$ cat config.mk
export PLATFORM = sky130hd
export DESIGN_NAME = priority_round_robin_task_scheduler
export DESIGN_NICKNAME = d
export VERILOG_FILES = /design/src/hw/rtl/prrs_pkg.sv /design/src/hw/rtl/prrs_cell.sv /design/src/hw/rtl/priority_round_robin_task_scheduler.sv
export SDC_FILE = /design/constraint.sdc
export NUM_CORES = 1
export LEC_CHECK = 0
export CORE_MARGIN = 5
export CORE_UTILIZATION = 40
export CTS_BUF_LIST = sky130_fd_sc_hd__clkbuf_4
export DETAILED_ROUTE_END_ITERATION = 8
export DONT_BUFFER_PORTS = 1
export PLACE_DENSITY = 0.51
export REMOVE_ABC_BUFFERS = 1
export SETUP_SLACK_MARGIN = 0.4
export SKIP_CTS_REPAIR_TIMING = 1
export SLEW_MARGIN = 20
export SYNTH_ARGS = -nofsm -noshare
export SYNTH_HDL_FRONTEND = slang
export SYNTH_SLANG_ARGS = --single-unit
$ cat constraint.sdc
create_clock -name aclk -period 5.6 [get_ports aclk]
set_clock_uncertainty 0.2 [all_clocks]
set_input_delay 0.28 -clock aclk [delete_from_list [all_inputs] [get_ports aclk]]
set_output_delay 0.28 -clock aclk [all_outputs]
set_load 0.1 [all_outputs]
$ cat src/hw/rtl/prrs_pkg.sv
`timescale 1ns / 1ps

package prrs_pkg;

    localparam int SLOT_W  = 3;
    localparam int COUNT_W = 4;
    localparam int PRIO_W  = 8;
    localparam int MASK_W  = 8;
    localparam int REQ_W   = 2;
    localparam int DELAY_W = 32;
    localparam int TICKO_W = 32;
    localparam int CFG_W   = 64;

    localparam logic [PRIO_W-1:0] NO_PRIO = 8'hFF;

    // request kinds carried on s_tuser
    localparam logic [REQ_W-1:0] REQ_TICK  = 2'd0;
    localparam logic [REQ_W-1:0] REQ_DELAY = 2'd1;
    localparam logic [REQ_W-1:0] REQ_YIELD = 2'd2;

    // configuration register indexes
    localparam logic REG_TASK_COUNT = 1'b0;
    localparam logic REG_TASK_PRIO  = 1'b1;

    typedef enum logic [1:0] {
        SLOT_READY   = 2'd0,
        SLOT_RUNNING = 2'd1,
        SLOT_BLOCKED = 2'd2
    } slot_st_t;

    typedef enum logic [2:0] {
        OP_NONE,
        OP_WAKE,
        OP_BLOCK,
        OP_RELEASE,
        OP_SELECT
    } cell_op_t;

    // command broadcast to every cell
    typedef struct packed {
        cell_op_t             op;
        logic [SLOT_W-1:0]    cur;
        logic [SLOT_W-1:0]    sel;
        logic [COUNT_W-1:0]   n;
    } cell_cmd_t;

    // best candidate so far, handed down the chain
    typedef struct packed {
        logic                 found;
        logic [PRIO_W-1:0]    prio;
        logic [SLOT_W-1:0]    gap;
        logic [SLOT_W-1:0]    idx;
    } cand_t;

endpackage

$ cat src/hw/rtl/prrs_cell.sv
`timescale 1ns / 1ps

module prrs_cell #(
    parameter int SLOT_IDX   = 0,
    parameter int MAX_TASKS  = 8,
    parameter int TICK_WIDTH = 32
) (
    input  logic                         aclk,
    input  logic                         aresetn,
    input  prrs_pkg::cell_cmd_t          cmd,
    input  logic [TICK_WIDTH-1:0]        counter,
    input  logic [TICK_WIDTH-1:0]        block_wake,
    input  logic [prrs_pkg::PRIO_W-1:0]  prio,
    input  prrs_pkg::cand_t              cand_in,
    output prrs_pkg::cand_t              cand_out,
    output logic                         slot_ready
);
    import prrs_pkg::*;

    localparam logic [SLOT_W-1:0] MY_IDX = SLOT_W'(SLOT_IDX);

    slot_st_t               state_reg, state_next;
    logic [TICK_WIDTH-1:0]  wake_reg, wake_next;
    cand_t                  cand_reg, cand_next;

    logic                   in_use;
    logic                   is_cur;
    logic [TICK_WIDTH-1:0]  diff;
    logic                   due;
    logic [SLOT_W:0]        gap_full;
    logic [SLOT_W-1:0]      gap;
    logic                   eligible;
    logic                   better;

    assign in_use = COUNT_W'(SLOT_IDX) < cmd.n;
    assign is_cur = cmd.cur == MY_IDX;
    assign diff   = counter - wake_reg;
    assign due    = !diff[TICK_WIDTH-1];

    always_comb begin
        state_next = state_reg;
        wake_next  = wake_reg;
        unique case (cmd.op)
            OP_WAKE: begin
                if (in_use && state_reg == SLOT_BLOCKED && wake_reg != '0 && due) begin
                    state_next = SLOT_READY;
                    wake_next  = '0;
                end
            end
            OP_BLOCK: begin
                if (is_cur) begin
                    state_next = SLOT_BLOCKED;
                    wake_next  = block_wake;
                end
            end
            OP_RELEASE: begin
                if (is_cur && state_reg == SLOT_RUNNING) begin
                    state_next = SLOT_READY;
                end
            end
            OP_SELECT: begin
                if (cmd.sel == MY_IDX) begin
                    state_next = SLOT_RUNNING;
                end
            end
            default: begin
            end
        endcase
    end

    // round-robin distance from the slot after the current one
    always_comb begin
        if (MY_IDX > cmd.cur) begin
            gap_full = {1'b0, MY_IDX} - {1'b0, cmd.cur} - (SLOT_W+1)'(1);
        end else begin
            gap_full = {1'b0, MY_IDX} + (SLOT_W+1)'(MAX_TASKS)
                       - {1'b0, cmd.cur} - (SLOT_W+1)'(1);
        end
        gap = gap_full[SLOT_W-1:0];
    end

    assign eligible = (SLOT_IDX != 0) && in_use && state_reg == SLOT_READY
                      && prio != NO_PRIO;
    assign better   = !cand_in.found || prio < cand_in.prio
                      || (prio == cand_in.prio && gap < cand_in.gap);

    always_comb begin
        cand_next = cand_in;
        if (eligible && better) begin
            cand_next.found = 1'b1;
            cand_next.prio  = prio;
            cand_next.gap   = gap;
            cand_next.idx   = MY_IDX;
        end
    end

    always_ff @(posedge aclk) begin
        if (!aresetn) begin
            state_reg <= SLOT_READY;
            wake_reg  <= '0;
        end else begin
            state_reg <= state_next;
            wake_reg  <= wake_next;
        end
    end

    always_ff @(posedge aclk) begin
        cand_reg <= cand_next;
    end

    assign cand_out   = cand_reg;
    assign slot_ready = state_reg == SLOT_READY;

endmodule

$ cat src/hw/rtl/priority_round_robin_task_scheduler.sv
`timescale 1ns / 1ps
// Tick wakes due slots, delay blocks the current slot, yield releases it; then a scan
// and select, skipped with a single slot in use. An ignored delay or unused code goes
// straight to the result. The candidate wave crosses the slot cells one cell per cycle.
// One request at a time; the next can be taken once the result is registered.
// aresetn (synchronous): tick 0, idle slot current, all slots ready, no wakeups,
// slot count 1, priorities 0.
module priority_round_robin_task_scheduler #(
    parameter int MAX_TASKS  = 8,
    parameter int TICK_WIDTH = 32
) (
    input  logic                          aclk,
    input  logic                          aresetn,
    input  logic                          cfg_wr_en,
    input  logic                          cfg_addr,
    input  logic [prrs_pkg::CFG_W-1:0]    cfg_wdata,
    input  logic                          s_tvalid,
    output logic                          s_tready,
    input  logic [31:0]                   s_tdata,   // delay_ticks[31:0]
    input  logic [prrs_pkg::REQ_W-1:0]    s_tuser,   // req_type[1:0]
    output logic                          m_tvalid,
    input  logic                          m_tready,
    // running_task[2:0], tick_value[34:3], ready_mask[42:35], delay_ignored[43]
    output logic [47:0]                   m_tdata
);
    import prrs_pkg::*;

    localparam int IDX_W = $clog2(MAX_TASKS);

    typedef enum logic [2:0] {
        ST_IDLE,
        ST_WAKE,
        ST_BLOCK,
        ST_RELEASE,
        ST_SCAN,
        ST_SELECT,
        ST_FINISH
    } state_t;

    state_t                   state_reg, state_next;
    logic [COUNT_W-1:0]       slot_cfg_reg;
    logic [CFG_W-1:0]         task_prio_reg;
    logic [TICK_WIDTH-1:0]    counter_reg, counter_next;
    logic [IDX_W-1:0]         cur_reg, cur_next;
    logic [TICK_WIDTH-1:0]    block_wake_reg, block_wake_next;
    logic [IDX_W-1:0]         scan_cnt_reg, scan_cnt_next;
    logic                     ign_reg, ign_next;
    logic                     m_tvalid_reg, m_tvalid_next;
    logic [47:0]              m_tdata_reg, m_tdata_next;

    logic [COUNT_W-1:0]       n_slots;
    cell_cmd_t                cmd;
    cand_t                    cand [MAX_TASKS+1];
    logic [MAX_TASKS-1:0]     cell_ready;
    logic [MASK_W-1:0]        ready_mask;
    logic [IDX_W-1:0]         best;
    logic                     accept;

    // clamp the slot count into 1..MAX_TASKS
    always_comb begin
        if (slot_cfg_reg == '0) begin
            n_slots = COUNT_W'(1);
        end else if (slot_cfg_reg > COUNT_W'(MAX_TASKS)) begin
            n_slots = COUNT_W'(MAX_TASKS);
        end else begin
            n_slots = slot_cfg_reg;
        end
    end

    always_ff @(posedge aclk) begin
        if (!aresetn) begin
            slot_cfg_reg  <= COUNT_W'(1);
            task_prio_reg <= '0;
        end else if (cfg_wr_en) begin
            case (cfg_addr)
                REG_TASK_COUNT: slot_cfg_reg  <= cfg_wdata[COUNT_W-1:0];
                REG_TASK_PRIO:  task_prio_reg <= cfg_wdata;
                default: begin
                end
            endcase
        end
    end

    always_comb begin
        cmd.op  = OP_NONE;
        cmd.cur = SLOT_W'(cur_reg);
        cmd.sel = SLOT_W'(best);
        cmd.n   = n_slots;
        unique case (state_reg)
            ST_WAKE:    cmd.op = OP_WAKE;
            ST_BLOCK:   cmd.op = OP_BLOCK;
            ST_RELEASE: cmd.op = OP_RELEASE;
            ST_SELECT:  cmd.op = OP_SELECT;
            default:    cmd.op = OP_NONE;
        endcase
    end

    assign cand[0] = '0;

    for (genvar g = 0; g < MAX_TASKS; g++) begin : g_cell
        prrs_cell #(
            .SLOT_IDX   (g),
            .MAX_TASKS  (MAX_TASKS),
            .TICK_WIDTH (TICK_WIDTH)
        ) u_cell (
            .aclk       (aclk),
            .aresetn    (aresetn),
            .cmd        (cmd),
            .counter    (counter_reg),
            .block_wake (block_wake_reg),
            .prio       (task_prio_reg[g*PRIO_W +: PRIO_W]),
            .cand_in    (cand[g]),
            .cand_out   (cand[g+1]),
            .slot_ready (cell_ready[g])
        );
    end

    // fall back to idle when no user task qualified
    assign best = cand[MAX_TASKS].found ? IDX_W'(cand[MAX_TASKS].idx) : '0;

    always_comb begin
        ready_mask = '0;
        for (int i = 0; i < MAX_TASKS; i++) begin
            ready_mask[i] = cell_ready[i] && (COUNT_W'(i) < n_slots);
        end
    end

    assign s_tready = state_reg == ST_IDLE;
    assign accept   = s_tvalid && s_tready;

    always_comb begin
        state_next      = state_reg;
        counter_next    = counter_reg;
        cur_next        = cur_reg;
        block_wake_next = block_wake_reg;
        scan_cnt_next   = scan_cnt_reg;
        ign_next        = ign_reg;
        m_tvalid_next   = m_tvalid_reg;
        m_tdata_next    = m_tdata_reg;

        if (m_tvalid_reg && m_tready) begin
            m_tvalid_next = 1'b0;
        end

        unique case (state_reg)
            ST_IDLE: begin
                if (accept) begin
                    ign_next        = 1'b0;
                    block_wake_next = counter_reg + TICK_WIDTH'(s_tdata);
                    case (s_tuser)
                        REQ_TICK: begin
                            counter_next = counter_reg + TICK_WIDTH'(1);
                            state_next   = ST_WAKE;
                        end
                        REQ_DELAY: begin
                            if (cur_reg != '0) begin
                                state_next = ST_BLOCK;
                            end else begin
                                ign_next   = 1'b1;
                                state_next = ST_FINISH;
                            end
                        end
                        REQ_YIELD: state_next = ST_RELEASE;
                        default:   state_next = ST_FINISH;
                    endcase
                end
            end
            ST_WAKE:  state_next = ST_RELEASE;
            ST_BLOCK: state_next = ST_RELEASE;
            ST_RELEASE: begin
                scan_cnt_next = '0;
                state_next    = (n_slots <= COUNT_W'(1)) ? ST_FINISH : ST_SCAN;
            end
            ST_SCAN: begin
                // wait for the candidate to reach the end of the chain
                scan_cnt_next = scan_cnt_reg + IDX_W'(1);
                if (scan_cnt_reg == IDX_W'(MAX_TASKS - 2)) begin
                    state_next = ST_SELECT;
                end
            end
            ST_SELECT: begin
                cur_next   = best;
                state_next = ST_FINISH;
            end
            ST_FINISH: begin
                if (!m_tvalid_reg || m_tready) begin
                    m_tvalid_next = 1'b1;
                    m_tdata_next  = {4'b0, ign_reg, ready_mask,
                                     TICKO_W'(counter_reg), SLOT_W'(cur_reg)};
                    state_next    = ST_IDLE;
                end
            end
            default: state_next = ST_IDLE;
        endcase
    end

    always_ff @(posedge aclk) begin
        if (!aresetn) begin
            state_reg      <= ST_IDLE;
            counter_reg    <= '0;
            cur_reg        <= '0;
            scan_cnt_reg   <= '0;
            ign_reg        <= 1'b0;
            m_tvalid_reg   <= 1'b0;
        end else begin
            state_reg      <= state_next;
            counter_reg    <= counter_next;
            cur_reg        <= cur_next;
            scan_cnt_reg   <= scan_cnt_next;
            ign_reg        <= ign_next;
            m_tvalid_reg   <= m_tvalid_next;
        end
        block_wake_reg <= block_wake_next;
        m_tdata_reg    <= m_tdata_next;
    end

    assign m_tvalid = m_tvalid_reg;
    assign m_tdata  = m_tdata_reg;

endmodule
==> flow_summary.json <==
{
  "vias": 26700,
  "drive_gt1_share_pct": 10.9,
  "synth.top_cells.by_area": "dfxtp_1 31%, ha_1 14%, edfxtp_1 7.6%",
  "p_per_area_nw_per_um2": 355,
  "clk_latency_ns": 1.05,
  "area_delta_synth_final_pct": 16.9,
  "critical_path.max_fanout": 13,
  "min_from": "cfg_wr_en",
  "post_drt_wl_per_cell_um": 21.2,
  "crit_buf_inv": 1,
  "setup_viol": 0,
  "dp_slack_ns": 1.22,
  "synth-seq-area-share_pct": 38.4,
  "num-nets-final": 4068,
  "dr.first_iter.drc_count": 1841,
  "hold_violations": 52,
  "ys_warn_count": 0,
  "r2r_end": "block_wake_reg[30]",
  "ios": 154,
  "grt_pass1_vias": 25900,
  "postSynthCellCount": 3365,
  "rsz0062_at_grt": "no",
  "status": "finished, violations left",
  "finalCritPeriodShare_pct": 83.7,
  "total_power_mw": 12.5,
  "cts_tree": "yes",
  "die_h_um": 284,
  "synth-edff-count": 76,
  "vdd_ir_drop_max_v": 0.000171,
  "hold_ws_ns": -0.0870,
  "setup_ws_ns": 0.912,
  "clkTransAtPathRegs_ns": 0.07,
  "ys_async_sr_fraction_pct": 0,
  "clockBufferDepth": 3,
  "core_um2": 74600,
  "hold_path_end": "task_prio_reg[11]",
  "routabilityCongestion": 0.903,
  "cpPeakStageDelay_ns": 1.04,
  "min_path_type": "in2reg",
  "postSynthAreaPerCell_um2": 8.94,
  "yosysTopAreaCell": "dfxtp_1",
  "tightest_slew_ns": 1.12,
  "r2r_slack_ns": 0.91,
  "grt_overflow": 0,
  "fin_crit_ns": 4.69,
  "avgViaCountPerCell": 5.65,
  "ys_ff_latch": 540,
  "slew_violations": 0,
  "relSlewSlack_pct": 23.8,
  "drc": 0,
  "r2r_start": "counter_reg[3]",
  "syn_area_um2": 30100,
  "dp_hpwl_um": 70000,
  "cts_root_buf": "clkbuf_4",
  "postRouteAntennaNets": 0,
  "port_buffers": 0,
  "synth_ff_type": "dfxtp_1",
  "crit_chain": "ha_1 > o211ai_1 > a21oi_1 > o211ai_1 > a31oi_1 > a41oi_1 > o21ai_1 > a311oi_1 > xnor2_1 > dlygate4sd3_1",
  "min_path_cells": 3,
  "placementRows": 100,
  "antenna_found_initial": 5,
  "required_ns": 6.14,
  "routed_wl_um": 100000,
  "cts.sinks": 540,
  "drv_cap": 0,
  "numCtsBuffers": 157,
  "cpMostUsedCell": "o211ai_1",
  "htreeDepth": 4,
  "leakage_nw": 14.5,
  "synth_commonest_cells": "464 x dfxtp_1, 344 x inv_1, 342 x ha_1",
  "synth_top_area_share_pct": 30.9,
  "die_area_um2": 80800,
  "die_x_um": 284,
  "largest_reg_flops": 256,
  "path_class": "reg2reg",
  "crit_family": "compound AO/OA/AOI/OAI gates",
  "worst-r2r-cell-count": 10,
  "cp_slowest_cell": "dfxtp_1",
  "cp_data_arrival_time_ns": 5.23,
  "track_usage_pct": 23.5,
  "start_util_pct": 40.4,
  "end_kind": "flop",
  "critPathLaunchType": "flop",
  "yosysMostFrequentCell": "dfxtp_1",
  "max_freq_mhz": 213,
  "dr.pass1.iters": 5,
  "startpoint": "counter_reg[3]",
  "violations": "negative hold slack",
  "grt_pass1_wl_um": 149000,
  "ys_types": 88,
  "grt_max_degree": 195
}
-- worst max path at each step --
stage,to,slack [ns],cells past startpoint
5_1_grt,block_wake_reg[29],0.71,10
3_3_place_gp,g_cell[1].u_cell.wake_reg[10],1.36,10
3_5_place_dp,g_cell[1].u_cell.wake_reg[28],1.22,10
4_1_cts,g_cell[1].u_cell.wake_reg[16],1.21,10
6_report,block_wake_reg[30],0.91,10
2_1_floorplan,g_cell[1].u_cell.wake_reg[0],-1.67,4
-- report_power, final --
group,internal (mW),switching (mW)
clock,1.93,1.87
sequential,4.57,0.696
combinational,1.29,2.14
total,7.79,4.71
-- per-stage QoR --
stage          hold WS [ns]  setup TNS [ns]  cells  area, um^2  util, %
6_report            -0.0870               0   4726       35200     47.2
5_1_grt             -0.0147               0   4723       35200     47.2
4_1_cts              -0.954               0   4522       33200     44.5
3_5_place_dp          0.178               0   4237       31200     41.8
3_3_place_gp          0.179               0   4237       31200     41.8
2_1_floorplan         0.142         -334.61   3212       29400        -
-- layout make-up --
| type | instances | area, um^2 |
|---|---|---|
| Antenna cell | 10 | 25.0 |
| Clock buffer | 219 | 1640 |
| Clock inverter | 66 | 380 |
| Fill cell | 7155 | 39400 |
| Inverter | 346 | 1300 |
| Multi-Input combinational cell | 2326 | 16700 |
| Sequential cell | 540 | 11600 |
| Tap cell | 969 | 1210 |
| Timing Repair Buffer | 250 | 2380 |
-- worst reg2reg max path, stage by stage, from the launching register on --
cell and delay, ns:
dfxtp_1 1.04, ha_1 0.42, o211ai_1 0.13, a21oi_1 0.31, o211ai_1 0.20, a31oi_1 0.48, a41oi_1 0.25, o21ai_1 0.39
a311oi_1 0.22, xnor2_1 0.17, dlygate4sd3_1 0.57
-- cells by family (layout without fill, tap and decap cells) --
family	after synthesis	after routing	share of synthesized area, %
adder cells (fa/ha/maj)	343	343	14.3
buffers and inverters	502	881	6.54
flip-flops	540	540	38.4
XOR/XNOR	60	60	1.75
other	1	14	0.0125
AO/OA/AOI/OAI	848	848	19.4
multiplexers	104	104	3.65
AND/OR/NAND/NOR	967	967	15.9
-- placed cells by master, fill, tap and decap left out, types with 81 or more instances in the layout --
cell / count
a21oi_1: 232
ha_1: 342
inv_1: 343
nand4_1: 81
o21ai_0: 184
nand3_1: 166
dlygate4sd3_1: 193
nand2_1: 282
nor2_1: 169
o32a_1: 90
dfxtp_1: 464
clkbuf_4: 219
-- layer usage --
metal / global-route usage, % / routed length, um / share of wire (%)
met5: 0 / 0 / 0
met4: 9.43 / 3660 / 3.6
met3: 5.02 / 5880 / 5.9
met2: 40.4 / 48300 / 48
met1: 28.8 / 42500 / 42
(Power assumes the default switching activity.)
